`config.mk`:
```
export PLATFORM = sky130hd
export DESIGN_NAME = peer_relay_route_select_flat
export DESIGN_NICKNAME = d
export VERILOG_FILES = /design/src/rtl/prr_pkg.sv /design/src/rtl/prr_if.sv /design/src/rtl/peer_relay_route_select.sv /design/src/rtl/prr_table.sv /design/src/rtl/prr_ctrl.sv /design/src/flat_wrapper.sv
export SDC_FILE = /design/constraint.sdc
export NUM_CORES = 2
export LEC_CHECK = 0
export BUFFER_PORTS_ARGS = -buffer_cell sky130_fd_sc_hd__buf_2
export CAP_MARGIN = 15
export CORE_MARGIN = 5
export CORE_UTILIZATION = 55
export DETAILED_ROUTE_END_ITERATION = 16
export HOLD_SLACK_MARGIN = 0.03
export PLACE_DENSITY = 0.73
export SYNTH_ARGS = -nofsm -noshare
export SYNTH_HDL_FRONTEND = slang
export SYNTH_SLANG_ARGS = --single-unit
```
`constraint.sdc`:
```
create_clock -name clk -period 13.4 [get_ports clk]
set_input_delay 1.34 -clock clk [delete_from_list [all_inputs] [get_ports clk]]
set_output_delay 1.34 -clock clk [all_outputs]
set_load 0.01 [all_outputs]
```
`src/rtl/prr_pkg.sv`:
```
// Package for the peer relay route selector: field widths, codes and the
// structs passed between the controller, the slot table and the top level.
// Depends on nothing.
package prr_pkg;

    localparam int ID_W       = 64;
    localparam int GEN_W      = 32;
    localparam int MASK_W     = 8;
    localparam int IDX_W      = 3;
    localparam int ST_W       = 3;
    localparam int HOP_W      = 2;
    localparam int EPOCH_W    = 32;
    localparam int AC_W       = 4;
    localparam int CFG_IDX_W  = 1;
    localparam int CFG_DATA_W = 32;

    localparam logic CMD_WRITE = 1'b0;
    localparam logic CMD_ROUTE = 1'b1;

    localparam logic [CFG_IDX_W-1:0] CFG_EPOCH  = 1'b0;
    localparam logic [CFG_IDX_W-1:0] CFG_ACTIVE = 1'b1;

    localparam logic [HOP_W-1:0] HOPS_NONE   = 2'd0;
    localparam logic [HOP_W-1:0] HOPS_DIRECT = 2'd2;
    localparam logic [HOP_W-1:0] HOPS_RELAY  = 2'd3;

    typedef enum logic [ST_W-1:0] {
        ST_OK          = 3'd0,
        ST_INVALID     = 3'd1,
        ST_STALE_EPOCH = 3'd2,
        ST_NOT_FOUND   = 3'd3,
        ST_STALE_GEN   = 3'd4,
        ST_UNREACHABLE = 3'd5
    } status_t;

    typedef struct packed {
        logic [ID_W-1:0]   id;
        logic [GEN_W-1:0]  gen;
        logic [MASK_W-1:0] mask;
    } slot_t;

    typedef struct packed {
        logic             en;
        logic [IDX_W-1:0] addr;
        slot_t            slot;
    } tbl_wr_t;

    typedef struct packed {
        logic             en;
        logic [IDX_W-1:0] addr;
    } tbl_rd_t;

    typedef struct packed {
        logic             valid;
        logic [IDX_W-1:0] idx;
        slot_t            slot;
    } tbl_rsp_t;

    typedef struct packed {
        status_t           status;
        logic [HOP_W-1:0]  hop_nodes;
        logic [ID_W-1:0]   relay_id;
        logic [GEN_W-1:0]  relay_gen;
        logic              admissible;
    } out_item_t;

endpackage

```
`src/rtl/prr_if.sv`:
```
// Channel interfaces for the route selector: command requests and results.
// Depends on prr_pkg for the field widths.
interface prr_req_if;
    import prr_pkg::*;
    logic                command;
    logic [IDX_W-1:0]    entry_index;
    logic [ID_W-1:0]     entry_id;
    logic [GEN_W-1:0]    entry_generation;
    logic [MASK_W-1:0]   entry_reach_mask;
    logic [EPOCH_W-1:0]  query_epoch;
    logic [ID_W-1:0]     source_id;
    logic [GEN_W-1:0]    source_gen;
    logic [ID_W-1:0]     dest_id;
    logic [GEN_W-1:0]    dest_gen;
    logic                valid;
    logic                ready;

    modport source (output command, entry_index, entry_id, entry_generation,
                    entry_reach_mask, query_epoch, source_id, source_gen, dest_id,
                    dest_gen, valid, input ready);
    modport sink (input command, entry_index, entry_id, entry_generation,
                  entry_reach_mask, query_epoch, source_id, source_gen, dest_id,
                  dest_gen, valid, output ready);
endinterface

interface prr_rsp_if;
    import prr_pkg::*;
    logic [ST_W-1:0]   status;
    logic [HOP_W-1:0]  hop_nodes;
    logic [ID_W-1:0]   relay_id;
    logic [GEN_W-1:0]  relay_gen;
    logic              admissible;
    logic              valid;
    logic              ready;

    modport source (output status, hop_nodes, relay_id, relay_gen, admissible, valid,
                    input ready);
    modport sink (input status, hop_nodes, relay_id, relay_gen, admissible, valid,
                  output ready);
endinterface

```
`src/rtl/peer_relay_route_select.sv`:
```
// Channel   Dir  Width of payload   Transfer when
// req       in   command fields     req.valid && req.ready
// rsp       out  result fields      rsp.valid && rsp.ready
// cfg       in   idx 1, data 32     cfg_we
// Each item is accepted, then the slot table is swept through its single registered
// read port, then the slots are walked for the relay, and the result is handed to the
// output register.
// Reset clears the table valid bits, so every slot reads as zero until written.
// A stalled result is held in the output register; the next request is taken meanwhile
// and waits at its end until the register is free.
// Depends on prr_pkg, prr_if, prr_table and prr_ctrl.
module peer_relay_route_select #(
    parameter int MAX_SLOTS = 8
) (
    input  logic                              clk,
    input  logic                              rst_n,
    prr_req_if.sink                           req,
    prr_rsp_if.source                         rsp,
    input  logic                              cfg_we,
    input  logic [prr_pkg::CFG_IDX_W-1:0]     cfg_idx,
    input  logic [prr_pkg::CFG_DATA_W-1:0]    cfg_wdata
);
    import prr_pkg::*;

    logic [EPOCH_W-1:0] epoch_reg;
    logic [AC_W-1:0]    ac_reg;
    tbl_wr_t            tbl_wr;
    tbl_rd_t            tbl_rd;
    tbl_rsp_t           tbl_rsp;
    out_item_t          res;
    logic               res_valid;
    logic               res_ready;
    logic               out_valid_reg;
    out_item_t          out_item_reg;

    prr_table #(.MAX_SLOTS(MAX_SLOTS)) u_table (
        .clk   (clk),
        .rst_n (rst_n),
        .wr    (tbl_wr),
        .rd    (tbl_rd),
        .rsp   (tbl_rsp)
    );

    prr_ctrl #(.MAX_SLOTS(MAX_SLOTS)) u_ctrl (
        .clk          (clk),
        .rst_n        (rst_n),
        .epoch        (epoch_reg),
        .active_count (ac_reg),
        .req          (req),
        .tbl_wr       (tbl_wr),
        .tbl_rd       (tbl_rd),
        .tbl_rsp      (tbl_rsp),
        .res          (res),
        .res_valid    (res_valid),
        .res_ready    (res_ready)
    );

    assign res_ready = !out_valid_reg || rsp.ready;

    always_ff @(posedge clk or negedge rst_n)
    begin
        if (!rst_n)
        begin
            epoch_reg     <= '0;
            ac_reg        <= '0;
            out_valid_reg <= 1'b0;
        end
        else
        begin
            if (cfg_we)
            begin
                case (cfg_idx)
                    CFG_EPOCH:  epoch_reg <= cfg_wdata[EPOCH_W-1:0];
                    CFG_ACTIVE: ac_reg    <= cfg_wdata[AC_W-1:0];
                    default:    ;
                endcase
            end
            if (res_ready)
            begin
                out_valid_reg <= res_valid;
            end
        end
    end

    always_ff @(posedge clk)
    begin
        if (res_ready && res_valid)
        begin
            out_item_reg <= res;
        end
    end

    assign rsp.valid      = out_valid_reg;
    assign rsp.status     = out_item_reg.status;
    assign rsp.hop_nodes  = out_item_reg.hop_nodes;
    assign rsp.relay_id   = out_item_reg.relay_id;
    assign rsp.relay_gen  = out_item_reg.relay_gen;
    assign rsp.admissible = out_item_reg.admissible;

endmodule

```
`src/rtl/prr_table.sv`:
```
// Slot table memory with one write port and one registered read port.
// Unwritten slots read as zero through per-slot valid bits. Depends on prr_pkg.
module prr_table #(
    parameter int MAX_SLOTS = 8
) (
    input  logic               clk,
    input  logic               rst_n,
    input  prr_pkg::tbl_wr_t   wr,
    input  prr_pkg::tbl_rd_t   rd,
    output prr_pkg::tbl_rsp_t  rsp
);
    import prr_pkg::*;

    localparam int SLOT_W = (MAX_SLOTS > 1) ? $clog2(MAX_SLOTS) : 1;

    slot_t                 mem [MAX_SLOTS];
    logic [MAX_SLOTS-1:0]  vld_reg;
    slot_t                 rd_data_reg;
    logic                  rd_vld_reg;
    logic                  rsp_valid_reg;
    logic [IDX_W-1:0]      rsp_idx_reg;

    always_ff @(posedge clk)
    begin
        if (wr.en)
        begin
            mem[wr.addr[SLOT_W-1:0]] <= wr.slot;
        end
        rd_data_reg <= mem[rd.addr[SLOT_W-1:0]];
        rsp_idx_reg <= rd.addr;
    end

    always_ff @(posedge clk or negedge rst_n)
    begin
        if (!rst_n)
        begin
            vld_reg       <= '0;
            rd_vld_reg    <= 1'b0;
            rsp_valid_reg <= 1'b0;
        end
        else
        begin
            if (wr.en)
            begin
                vld_reg[wr.addr[SLOT_W-1:0]] <= 1'b1;
            end
            rd_vld_reg    <= vld_reg[rd.addr[SLOT_W-1:0]];
            rsp_valid_reg <= rd.en;
        end
    end

    assign rsp.valid = rsp_valid_reg;
    assign rsp.idx   = rsp_idx_reg;
    assign rsp.slot  = rd_vld_reg ? rd_data_reg : '0;

endmodule

```
`src/rtl/prr_ctrl.sv`:
```
// Sequencer: writes the slot table, sweeps it for validity and endpoint lookup,
// then walks the slots for the lowest-id relay. Depends on prr_pkg, prr_if.
module prr_ctrl #(
    parameter int MAX_SLOTS = 8
) (
    input  logic                            clk,
    input  logic                            rst_n,
    input  logic [prr_pkg::EPOCH_W-1:0]     epoch,
    input  logic [prr_pkg::AC_W-1:0]        active_count,
    prr_req_if.sink                         req,
    output prr_pkg::tbl_wr_t                tbl_wr,
    output prr_pkg::tbl_rd_t                tbl_rd,
    input  prr_pkg::tbl_rsp_t               tbl_rsp,
    output prr_pkg::out_item_t              res,
    output logic                            res_valid,
    input  logic                            res_ready
);
    import prr_pkg::*;

    localparam int SLOT_W = (MAX_SLOTS > 1) ? $clog2(MAX_SLOTS) : 1;
    localparam int CNT_W  = $clog2(MAX_SLOTS + 1);

    typedef enum logic [3:0] {
        S_IDLE  = 4'b0001,
        S_SWEEP = 4'b0010,
        S_RELAY = 4'b0100,
        S_DONE  = 4'b1000
    } state_t;

    state_t               state_reg;
    logic [CNT_W-1:0]     cnt_reg;
    logic                 ok_reg;
    logic                 s_found_reg;
    logic                 d_found_reg;
    logic                 gen_bad_reg;
    logic                 best_found_reg;

    logic                 cmd_reg;
    logic [EPOCH_W-1:0]   qep_reg;
    logic [ID_W-1:0]      sid_reg;
    logic [GEN_W-1:0]     sgen_reg;
    logic [ID_W-1:0]      did_reg;
    logic [GEN_W-1:0]     dgen_reg;
    logic [ID_W-1:0]      id_reg   [MAX_SLOTS];
    logic [GEN_W-1:0]     gen_reg  [MAX_SLOTS];
    logic [MASK_W-1:0]    mask_reg [MAX_SLOTS];
    logic [SLOT_W-1:0]    s_idx_reg;
    logic [SLOT_W-1:0]    d_idx_reg;
    logic [ID_W-1:0]      best_id_reg;
    logic [GEN_W-1:0]     best_gen_reg;
    logic                 adm_reg;

    logic                 acc;
    logic                 entry_act;
    logic                 entry_dup;
    logic                 entry_ok;
    logic                 src_hit;
    logic                 dst_hit;
    logic [MASK_W-1:0]    hi_bits;
    logic                 ok_final;
    logic [SLOT_W-1:0]    ci;
    logic                 cand;
    logic                 better;
    logic                 relay_last;
    logic                 adm_comb;
    logic                 pair_any;

    function automatic logic link(input logic [MASK_W-1:0] ma, input logic [MASK_W-1:0] mb,
                                  input logic [SLOT_W-1:0] a, input logic [SLOT_W-1:0] b);
        return ma[b] & mb[a];
    endfunction

    assign req.ready = (state_reg == S_IDLE);
    assign acc       = req.valid && req.ready;

    assign tbl_wr.en        = acc && (req.command == CMD_WRITE) &&
                              ({1'b0, req.entry_index} < AC_W'(MAX_SLOTS));
    assign tbl_wr.addr      = req.entry_index;
    assign tbl_wr.slot.id   = req.entry_id;
    assign tbl_wr.slot.gen  = req.entry_generation;
    assign tbl_wr.slot.mask = req.entry_reach_mask;

    assign tbl_rd.en   = (state_reg == S_SWEEP) && (cnt_reg < CNT_W'(MAX_SLOTS));
    assign tbl_rd.addr = IDX_W'(cnt_reg);

    always_comb
    begin
        hi_bits   = MASK_W'({MASK_W{1'b1}} << active_count);
        entry_act = ({1'b0, tbl_rsp.idx} < active_count);
        entry_dup = 1'b0;
        for (int k = 0; k < MAX_SLOTS; k++)
        begin
            if ((IDX_W'(k) < tbl_rsp.idx) && (id_reg[k] == tbl_rsp.slot.id))
            begin
                entry_dup = 1'b1;
            end
        end
        if (entry_act)
        begin
            entry_ok = (tbl_rsp.slot.id != '0) && (tbl_rsp.slot.gen != '0) &&
                       !tbl_rsp.slot.mask[tbl_rsp.idx] &&
                       ((tbl_rsp.slot.mask & hi_bits) == '0) && !entry_dup;
        end
        else
        begin
            entry_ok = (tbl_rsp.slot == '0);
        end
        src_hit = entry_act && (tbl_rsp.slot.id == sid_reg) && !s_found_reg;
        dst_hit = entry_act && (tbl_rsp.slot.id == did_reg) && !d_found_reg;
    end

    assign ok_final = ok_reg && (epoch != '0) && (active_count >= AC_W'(2)) &&
                      (active_count <= AC_W'(MAX_SLOTS));

    assign ci         = cnt_reg[SLOT_W-1:0];
    assign cand       = (AC_W'(cnt_reg) < active_count) && (ci != s_idx_reg) &&
                        (ci != d_idx_reg) &&
                        link(mask_reg[s_idx_reg], mask_reg[ci], s_idx_reg, ci) &&
                        link(mask_reg[ci], mask_reg[d_idx_reg], ci, d_idx_reg);
    assign better     = !best_found_reg || (id_reg[ci] < best_id_reg);
    assign relay_last = (cnt_reg == CNT_W'(MAX_SLOTS - 1));

    always_comb
    begin
        adm_comb = ok_final;
        for (int a = 0; a < MAX_SLOTS; a++)
        begin
            for (int b = 0; b < MAX_SLOTS; b++)
            begin
                pair_any = link(mask_reg[a], mask_reg[b], SLOT_W'(a), SLOT_W'(b));
                for (int i = 0; i < MAX_SLOTS; i++)
                begin
                    pair_any = pair_any |
                               (link(mask_reg[a], mask_reg[i], SLOT_W'(a), SLOT_W'(i)) &
                                link(mask_reg[i], mask_reg[b], SLOT_W'(i), SLOT_W'(b)));
                end
                if ((a < b) && (AC_W'(b) < active_count) && !pair_any)
                begin
                    adm_comb = 1'b0;
                end
            end
        end
    end

    always_ff @(posedge clk or negedge rst_n)
    begin
        if (!rst_n)
        begin
            state_reg      <= S_IDLE;
            cnt_reg        <= '0;
            ok_reg         <= 1'b0;
            s_found_reg    <= 1'b0;
            d_found_reg    <= 1'b0;
            gen_bad_reg    <= 1'b0;
            best_found_reg <= 1'b0;
        end
        else
        begin
            case (state_reg)
                S_IDLE:
                begin
                    if (acc)
                    begin
                        state_reg   <= S_SWEEP;
                        cnt_reg     <= '0;
                        ok_reg      <= 1'b1;
                        s_found_reg <= 1'b0;
                        d_found_reg <= 1'b0;
                        gen_bad_reg <= 1'b0;
                    end
                end
                S_SWEEP:
                begin
                    if (cnt_reg < CNT_W'(MAX_SLOTS))
                    begin
                        cnt_reg <= cnt_reg + CNT_W'(1);
                    end
                    if (tbl_rsp.valid)
                    begin
                        ok_reg <= ok_reg & entry_ok;
                        if (src_hit)
                        begin
                            s_found_reg <= 1'b1;
                        end
                        if (dst_hit)
                        begin
                            d_found_reg <= 1'b1;
                        end
                        if ((src_hit && (tbl_rsp.slot.gen != sgen_reg)) ||
                            (dst_hit && (tbl_rsp.slot.gen != dgen_reg)))
                        begin
                            gen_bad_reg <= 1'b1;
                        end
                        if (tbl_rsp.idx == IDX_W'(MAX_SLOTS - 1))
                        begin
                            state_reg      <= S_RELAY;
                            cnt_reg        <= '0;
                            best_found_reg <= 1'b0;
                        end
                    end
                end
                S_RELAY:
                begin
                    if (cand && better)
                    begin
                        best_found_reg <= 1'b1;
                    end
                    cnt_reg <= cnt_reg + CNT_W'(1);
                    if (relay_last)
                    begin
                        state_reg <= S_DONE;
                    end
                end
                S_DONE:
                begin
                    if (res_ready)
                    begin
                        state_reg <= S_IDLE;
                    end
                end
                default:
                begin
                    state_reg <= S_IDLE;
                end
            endcase
        end
    end

    always_ff @(posedge clk)
    begin
        if (acc)
        begin
            cmd_reg  <= req.command;
            qep_reg  <= req.query_epoch;
            sid_reg  <= req.source_id;
            sgen_reg <= req.source_gen;
            did_reg  <= req.dest_id;
            dgen_reg <= req.dest_gen;
        end
        if ((state_reg == S_SWEEP) && tbl_rsp.valid)
        begin
            id_reg[tbl_rsp.idx[SLOT_W-1:0]]   <= tbl_rsp.slot.id;
            gen_reg[tbl_rsp.idx[SLOT_W-1:0]]  <= tbl_rsp.slot.gen;
            mask_reg[tbl_rsp.idx[SLOT_W-1:0]] <= tbl_rsp.slot.mask;
            if (src_hit)
            begin
                s_idx_reg <= tbl_rsp.idx[SLOT_W-1:0];
            end
            if (dst_hit)
            begin
                d_idx_reg <= tbl_rsp.idx[SLOT_W-1:0];
            end
        end
        if (state_reg == S_RELAY)
        begin
            if (cand && better)
            begin
                best_id_reg  <= id_reg[ci];
                best_gen_reg <= gen_reg[ci];
            end
            if (relay_last)
            begin
                adm_reg <= adm_comb;
            end
        end
    end

    always_comb
    begin
        res.status     = ST_OK;
        res.hop_nodes  = HOPS_NONE;
        res.relay_id   = '0;
        res.relay_gen  = '0;
        res.admissible = adm_reg;
        if (cmd_reg == CMD_ROUTE)
        begin
            if (!ok_final || (sid_reg == '0) || (did_reg == '0) || (sid_reg == did_reg))
            begin
                res.status = ST_INVALID;
            end
            else if (qep_reg != epoch)
            begin
                res.status = ST_STALE_EPOCH;
            end
            else if (!s_found_reg || !d_found_reg)
            begin
                res.status = ST_NOT_FOUND;
            end
            else if (gen_bad_reg)
            begin
                res.status = ST_STALE_GEN;
            end
            else if (link(mask_reg[s_idx_reg], mask_reg[d_idx_reg], s_idx_reg, d_idx_reg))
            begin
                res.hop_nodes = HOPS_DIRECT;
            end
            else if (best_found_reg)
            begin
                res.hop_nodes = HOPS_RELAY;
                res.relay_id  = best_id_reg;
                res.relay_gen = best_gen_reg;
            end
            else
            begin
                res.status = ST_UNREACHABLE;
            end
        end
    end

    assign res_valid = (state_reg == S_DONE);

    a_write_ok: assert property (@(posedge clk) disable iff (!rst_n)
        (res_valid && (cmd_reg == CMD_WRITE)) |-> (res.status == ST_OK))
        else $error("A table write produced a non-ok status.");

    a_rsp_in_sweep: assert property (@(posedge clk) disable iff (!rst_n)
        tbl_rsp.valid |-> (state_reg == S_SWEEP))
        else $error("Table read data arrived outside the sweep.");

    a_relay_nonzero: assert property (@(posedge clk) disable iff (!rst_n)
        (res_valid && (res.hop_nodes == HOPS_RELAY)) |-> (res.relay_id != '0))
        else $error("A relayed route names a relay with a zero id.");

    a_no_write_busy: assert property (@(posedge clk) disable iff (!rst_n)
        tbl_wr.en |-> $past(state_reg != S_SWEEP) || (state_reg == S_IDLE))
        else $error("The table was written during a sweep.");

endmodule

```
`src/flat_wrapper.sv`:
```
// flat-port wrapper written by rule: the top's interface ports become plain ports
module peer_relay_route_select_flat import prr_pkg::*;
#(
    parameter int MAX_SLOTS = 8
)
  (clk, rst_n, cfg_we, cfg_idx, cfg_wdata, req_command, req_entry_index, req_entry_id, req_entry_generation, req_entry_reach_mask, req_query_epoch, req_source_id, req_source_gen, req_dest_id, req_dest_gen, req_valid, req_ready, rsp_status, rsp_hop_nodes, rsp_relay_id, rsp_relay_gen, rsp_admissible, rsp_valid, rsp_ready);
  prr_req_if req_i ();
  prr_rsp_if rsp_i ();
  input  logic clk;
  input  logic rst_n;
  input  logic cfg_we;
  input  logic [prr_pkg::CFG_IDX_W-1:0] cfg_idx;
  input  logic [prr_pkg::CFG_DATA_W-1:0] cfg_wdata;
  input wire logic [$bits(req_i.command)-1:0] req_command;
  input wire logic [$bits(req_i.entry_index)-1:0] req_entry_index;
  input wire logic [$bits(req_i.entry_id)-1:0] req_entry_id;
  input wire logic [$bits(req_i.entry_generation)-1:0] req_entry_generation;
  input wire logic [$bits(req_i.entry_reach_mask)-1:0] req_entry_reach_mask;
  input wire logic [$bits(req_i.query_epoch)-1:0] req_query_epoch;
  input wire logic [$bits(req_i.source_id)-1:0] req_source_id;
  input wire logic [$bits(req_i.source_gen)-1:0] req_source_gen;
  input wire logic [$bits(req_i.dest_id)-1:0] req_dest_id;
  input wire logic [$bits(req_i.dest_gen)-1:0] req_dest_gen;
  input wire logic [$bits(req_i.valid)-1:0] req_valid;
  output wire logic [$bits(req_i.ready)-1:0] req_ready;
  output wire logic [$bits(rsp_i.status)-1:0] rsp_status;
  output wire logic [$bits(rsp_i.hop_nodes)-1:0] rsp_hop_nodes;
  output wire logic [$bits(rsp_i.relay_id)-1:0] rsp_relay_id;
  output wire logic [$bits(rsp_i.relay_gen)-1:0] rsp_relay_gen;
  output wire logic [$bits(rsp_i.admissible)-1:0] rsp_admissible;
  output wire logic [$bits(rsp_i.valid)-1:0] rsp_valid;
  input wire logic [$bits(rsp_i.ready)-1:0] rsp_ready;
  assign req_i.command = req_command;
  assign req_i.entry_index = req_entry_index;
  assign req_i.entry_id = req_entry_id;
  assign req_i.entry_generation = req_entry_generation;
  assign req_i.entry_reach_mask = req_entry_reach_mask;
  assign req_i.query_epoch = req_query_epoch;
  assign req_i.source_id = req_source_id;
  assign req_i.source_gen = req_source_gen;
  assign req_i.dest_id = req_dest_id;
  assign req_i.dest_gen = req_dest_gen;
  assign req_i.valid = req_valid;
  assign req_ready = req_i.ready;
  assign rsp_status = rsp_i.status;
  assign rsp_hop_nodes = rsp_i.hop_nodes;
  assign rsp_relay_id = rsp_i.relay_id;
  assign rsp_relay_gen = rsp_i.relay_gen;
  assign rsp_admissible = rsp_i.admissible;
  assign rsp_valid = rsp_i.valid;
  assign rsp_i.ready = rsp_ready;
  peer_relay_route_select #(.MAX_SLOTS(MAX_SLOTS)) u_core (.clk(clk), .rst_n(rst_n), .req(req_i), .rsp(rsp_i), .cfg_we(cfg_we), .cfg_idx(cfg_idx), .cfg_wdata(cfg_wdata));
endmodule
```
### Yosys cells after proc, flatten, opt, wreduce, memory -nomap -nowiden

Memories as Yosys holds them, arrays and structs flattened. A register that Yosys moved wholly into a read port is not among the register bits.
Index checks and enable logic that the tools add are counted.

* bits in registers: 461
* latch bits: 0
* RAM bits: 1664
* memory bits (read-only): 0
* bits of input ports: 370
* output and inout port bits: 104
* memories: 4

Memories
* u_core.u_table.mem: depth 8, bits a word 104, read ports 1, clocked after memory_dff 1, wr ports 1, line prr_table.sv:16 `slot_t mem [MAX_SLOTS];`
* u_core.u_ctrl.id_reg: depth 8, bits a word 64, read ports 9, clocked after memory_dff 0, wr ports 1, line prr_ctrl.sv:44 `logic [ID_W-1:0] id_reg [MAX_SLOTS];`
* u_core.u_ctrl.gen_reg: depth 8, bits a word 32, read ports 1, clocked after memory_dff 1, wr ports 1, line prr_ctrl.sv:45 `logic [GEN_W-1:0] gen_reg [MAX_SLOTS];`
* u_core.u_ctrl.mask_reg: depth 8, bits a word 8, read ports 11, clocked after memory_dff 2, wr ports 1, line prr_ctrl.sv:46 `logic [MASK_W-1:0] mask_reg [MAX_SLOTS];`

* add/subtract/negate cells: 1
* multiply operators: 0
* div/mod/pow operators: 0
* $lt $le $gt $ge: 27
* equality and inequality tests: 31
* shift-type cells: 1
* multiplexer cells: 70
* bitwise gates (word level): 486
* reductions and logical operators: 131

Operator list (count)
* $eq 64x64->1: 11
* $and 1x1->1: 256
* $or 1x1->1: 224
* $logic_not 64->1: 2
* $logic_not 104->1: 1
* $mux 104: 1
* $mux 98: 1
* $ne 32x32->1: 3
* $lt 64x64->1: 1
* $reduce_bool 32->1: 2
* $reduce_bool 64->1: 1
* $logic_and 1x1->1: 60
* $mux 4: 9
* $logic_not 1->1: 35
* $mux 1: 35
* $reduce_or 28->1: 1
* $bmux 1 s3: 8
* $lt 3x4->1 const B: 5
* $lt 3x4->1 const A: 4
* $pmux 4 s4: 1
* $reduce_and 4->1: 4
* $mux 3: 5
* $reduce_and 2->1: 7
* $lt 3x3->1 const A: 4
* 38 further kinds: 66

### Depth between registers and ports, before layout

* word-level depth: 17
* depth in mapped cells: 16
* gate-level depth less buffers: 12

### Hierarchy

A second synthesis with hierarchy kept.

* cell total of the unflattened synthesis: 5413
* area, all modules: 97235.8 um^2

By module, submodules not included
* prr_ctrl: instances 1, cells an instance 3766, area an instance 57543.9 um^2, sequential area each 35280.1 um^2
* prr_table: instances 1, cells an instance 1463, area an instance 35077.4 um^2, sequential area each 27376.3 um^2
* peer_relay_route_select: instances 1, cells an instance 184, area an instance 4614.4 um^2, sequential area each 3988.8 um^2

### Worst setup path before layout

OpenSTA, ideal clock, no wires.

* kind: reg2reg
* start point: register u_core.u_ctrl.cnt_reg[0]
* end point: register u_core.u_ctrl.best_gen_reg[0] (read register of u_core.u_ctrl.gen_reg), enable pin
* data arrival time: 11.037 ns
* data required time: 12.707 ns
* path slack: 1.670 ns
* cell stages (with the launch flop): 17
* period minus slack after synthesis: 11.730 ns
* cells stage by stage: dfrtp_1 buf_2 clkbuf_1 clkbuf_1 buf_1 mux4_2 mux2_2 ha_1 a21o_1 a21o_1 a21oi_1 nor2_1 a2111oi_0 nor2_1 nor2_1 o2111ai_1 a211oi_1

* word-level cells in the longest chain between the ends: 8

RTL lines
* start, declared: line prr_ctrl.sv:31 `logic [CNT_W-1:0] cnt_reg;`
* start signal, assigned: line prr_ctrl.sv:176 `cnt_reg <= cnt_reg + CNT_W'(1);`
* start signal, assigned: line prr_ctrl.sv:208 `cnt_reg <= cnt_reg + CNT_W'(1);`
* parallel branches: the longest is 8 deep, another holds $mem_v2 8x64
* end, declared: line prr_ctrl.sv:50 `logic [GEN_W-1:0] best_gen_reg;`

Parallel ways; which one is timed is not known. The select of a mux whose other input is x is not followed.
A chain may end at the register's enable or synchronous reset.

### Worst setup path in the final report

* start point: register u_core.u_ctrl.cnt_reg[1]
* end point: register u_core.u_ctrl.best_gen_reg[20] (read register of u_core.u_ctrl.gen_reg), enable pin

The elaborated chain is that of the path after synthesis.

==> flow_summary_export.csv <==
group,metric,value,unit
cts,cts_resized,0,
setup_path,worst-path-buf-inv,3,
drt,post_drt_wl_per_cell,41.4,um
hold_path,hp-class,"reg -> reg",
placement,dp.cells,8619,
logic_synthesis,synth_edf_count,2094,
setup_path,critPathMaxFanout,73,
cts,holdBufCountCts,0,
finish,fillers,12600,
finish,instances_no_fill,9100,
sta,drv_slew,0,
status,status,"complete, no violations",
floorplanning,placementRows,155,
logic_synthesis,synth.area.mux_share,13.6,%
hold_path,holdPathStages,1,
floorplanning,fp.dieArea,0.187,mm2
setup_path,startpoint_type,"flip-flop",
setup_path,endpoint_kind,"flip-flop",
logic_synthesis,synth_top_family_by_area,"multiplexers",
logic_synthesis,yosys.area_share.xor_xnor,3.91,%
sta,fin_skew,0.0834,ns
setup_path,cpPeakStageDelay,0.97,ns
floorplanning,fp.dieW,432,um
logic_synthesis,yosysTopAreaCellShare,64.1,%
finish,layout_common_cells,"2094 x edfxtp_1, 474 x buf_2, 441 x mux4_2",
cts,clockBufferDepth,3,
global_route,gr-total-overflow,0,
cts,cts_setup_buffers,0,
pwr,p_int,14.7,mW
floorplanning,ios,474,
setup_path,slowest_stage,"buf_4",
sta,setup_slack,7.06,ns
sta,tightestPinTransition,1.27,ns
finish,final_common_cell,"edfxtp_1",
pwr,p_sw,8.43,mW
finish,fin_util,62.5,%
logic_synthesis,synth_cells,5951,
sta,finalSetupViolCount,0,
drt,via_per_inst,7.01,
setup_path,cp_top_family,"buffers and inverters",
setup_path,r2r-start,"u_core.u_ctrl.cnt_reg[1]",
setup_path,r2r_slack,7.06,ns
drt,vias,63800,
logic_synthesis,synth_compound_area_share,5.29,%
sta,slew_headroom,14.3,%
pwr,p_clk_share,27.8,%
cts,clock_latency,0.91,ns
setup_path,critPathMostFrequentCell,"buf_4",
cts,htree_num_levels,4,
drt,drt-pass1-iter-count,6,
logic_synthesis,synthArstFlopShare,2.65,%
cts,cts_tree,"built",
setup_path,path_cells,"buf_4, buf_4, mux2_2, nor2_1, a211oi_1, o21ai_0, o21ai_0, nor3b_2, o2111ai_1, a211oi_4, buf_4",
finish,area_growth,13.4,%
setup_path,critPathLaunch,"u_core.u_ctrl.cnt_reg[1]",
logic_synthesis,synth_fa_ha_area_share,0.893,%
setup_path,reg2reg_depth,11,
finish,largest_reg_flops,832,
placement,place_ws,7.27,ns
cts,clk_pin_slew,0.06,ns
floorplanning,core,0.178,mm2
logic_synthesis,yosysSeqAreaShare,67.9,%
pwr,ir_drop,0.000216,V
placement,io_buffers,473,
global_route,grt_max_degree,153,
floorplanning,die_h,432,um
pwr,p_leak,36.7,nW
global_route,grt_antenna_before_repair,98,
cts,numCtsBuffers,224,
drt,ant_nets,0,
pwr,seqPwrFrac,40.5,%
placement,dp_hpwl,270000,um
setup_path,crit_type,"reg -> reg",
setup_path,crit_required,13.91,ns
logic_synthesis,synth-simple-area-share,6.20,%
floorplanning,initial_utilization,55.1,%
drt,drc,0,
setup_path,cp.arrival,6.85,ns
pwr,power_frac_comb,31.7,%
sta,period_needed,6.34,ns
sta,rsz0062_at_grt,"false",
sta,tns,0,ns
placement,gp_congestion,1.14,
hold_path,min-delay-start,"u_core.u_table.vld_reg[2]",
sta,period_share,47.3,%
sta,hold_violations,0,
logic_synthesis,synth_flop_cell,"edfxtp_1",
logic_synthesis,synth-seq-cells,2267,
sta,fmax,0.158,GHz
logic_synthesis,synth_nets,6391,
logic_synthesis,synth.area.top_cells,"edfxtp_1 64%, mux4_2 10%, mux2_2 2.9%, xnor2_1 2.6%, dfxtp_1 2.3%",
cts,clkSinkCount,2267,
hold_path,hold_path_end,"u_core.u_table.vld_reg[2]",
global_route,grt.total_usage,40.0,%
finish,fin_nets,6933,
logic_synthesis,synth.largest_area_cell,"edfxtp_1",
logic_synthesis,yosysUniqueCellTypes,84,
global_route,grt_pass1_wl,507000,um
setup_path,worstReg2RegEnd,"u_core.u_ctrl.best_gen_reg[20]",
flow_run,drv_cap,0,
drt,wirelength,377000,um
drt,first_iter_violations,10100,
finish,drive_gt1_share,25.9,%
logic_synthesis,synth_area_per_cell,16.5,um2
logic_synthesis,yosys_warnings,0,
logic_synthesis,syn_area,0.0981,mm2
pwr,powerDensity,208,mW/mm2
pwr,switching_share,36.4,%
cts,root_buffer,"clkbuf_16",
global_route,grt_pass1_vias,60400,
==> synth_stat cells, types with 10 or more instances <==
master / number
nand3_1: 131
nand2_1: 207
dfxtp_1: 113
a21o_1: 17
nor3_1: 65
or4_1: 14
o22ai_1: 109
o32ai_1: 17
nand2b_1: 19
mux4_1: 14
a221oi_1: 21
buf_2: 35
a31oi_1: 35
o31ai_1: 16
xor2_1: 148
nor2_1: 219
a22o_1: 16
o211ai_1: 12
mux4_2: 441
o221ai_1: 20
and2_4: 29
mux2_2: 251
or2_2: 10
edfxtp_1: 2094
a21oi_1: 81
a22oi_1: 90
buf_1: 54
mux2i_1: 17
o21ai_0: 214
xnor2_1: 290
nor4_1: 126
clkbuf_1: 188
a211oi_1: 20
and2_1: 72
nand3b_1: 23
o22a_1: 16
inv_1: 235
a2111oi_0: 14
nor2b_1: 24
nor4bb_1: 21
o2111ai_1: 14
nand4_1: 132
ha_1: 70
dfrtp_1: 59
==> routing by layer <==
layer / vias to the layer above / track usage [%] / part of all wire (%)
met4: 34 / 24.8 / 7.8
met2: 4995 / 57.4 / 43
met1: 32700 / 53.7 / 36
met5: - / 0 / 0.059
met3: 1154 / 12.7 / 13
li1: 24900 / - / -
==> worst max-delay path by stage <==
stage	cells past startpoint	to	slack, ns
2_1_floorplan	16	u_core.u_ctrl.best_gen_reg[0]	1.67
3_3_place_gp	11	u_core.u_ctrl.best_gen_reg[28]	7.30
3_5_place_dp	11	u_core.u_ctrl.best_gen_reg[13]	7.27
4_1_cts	14	u_core.u_ctrl.best_id_reg[17]	7.25
5_1_grt	13	u_core.u_ctrl.best_gen_reg[19]	6.87
6_report	11	u_core.u_ctrl.best_gen_reg[20]	7.06
==> kinds of logic after synthesis <==
| logic type | Yosys count |
|---|---|
| XOR/XNOR | 438 |
| buffers and inverters | 536 |
| AND/OR/NAND/NOR | 1139 |
| multiplexers | 723 |
| adder cells (fa/ha/maj) | 70 |
| flip-flops | 2267 |
| AO/OA/AOI/OAI | 778 |
==> cell type report <==
cell class                 count  area [um2]  share of cell area [%]
clock inverter               132        1550                    1.39
clock buffer                 295        6100                    5.49
multi-input combinational   3148       29400                    26.5
inverter                     240         908                   0.817
sequential                  2267       66700                    59.9
timing repair buffer         612        3490                    3.14
tap                         2355        2950                    2.65
antenna                       51         128                   0.115
==> through the flow <==
stage / hold WS (ns) / total power [mW] / instance area (um2)
floorplan: 0.372 / 13.3 / 98100
global placement: 0.446 / 16.4 / 103000
detailed placement: 0.454 / 16.4 / 103000
CTS: 0.470 / 22.8 / 111000
global route: 0.491 / 23.7 / 111000
finish: 0.470 / 23.2 / 111000
==> power groups by stage <==
stage	clock (mW)	combinational [mW]	sequential (mW)
6_report	6.44	7.35	9.38
2_1_floorplan	0	4.28	9.00
4_1_cts	6.50	7.02	9.32
3_3_place_gp	0	6.93	9.45
3_5_place_dp	0	6.97	9.46
5_1_grt	6.82	7.50	9.36
Power figures use the tool's default switching activity.
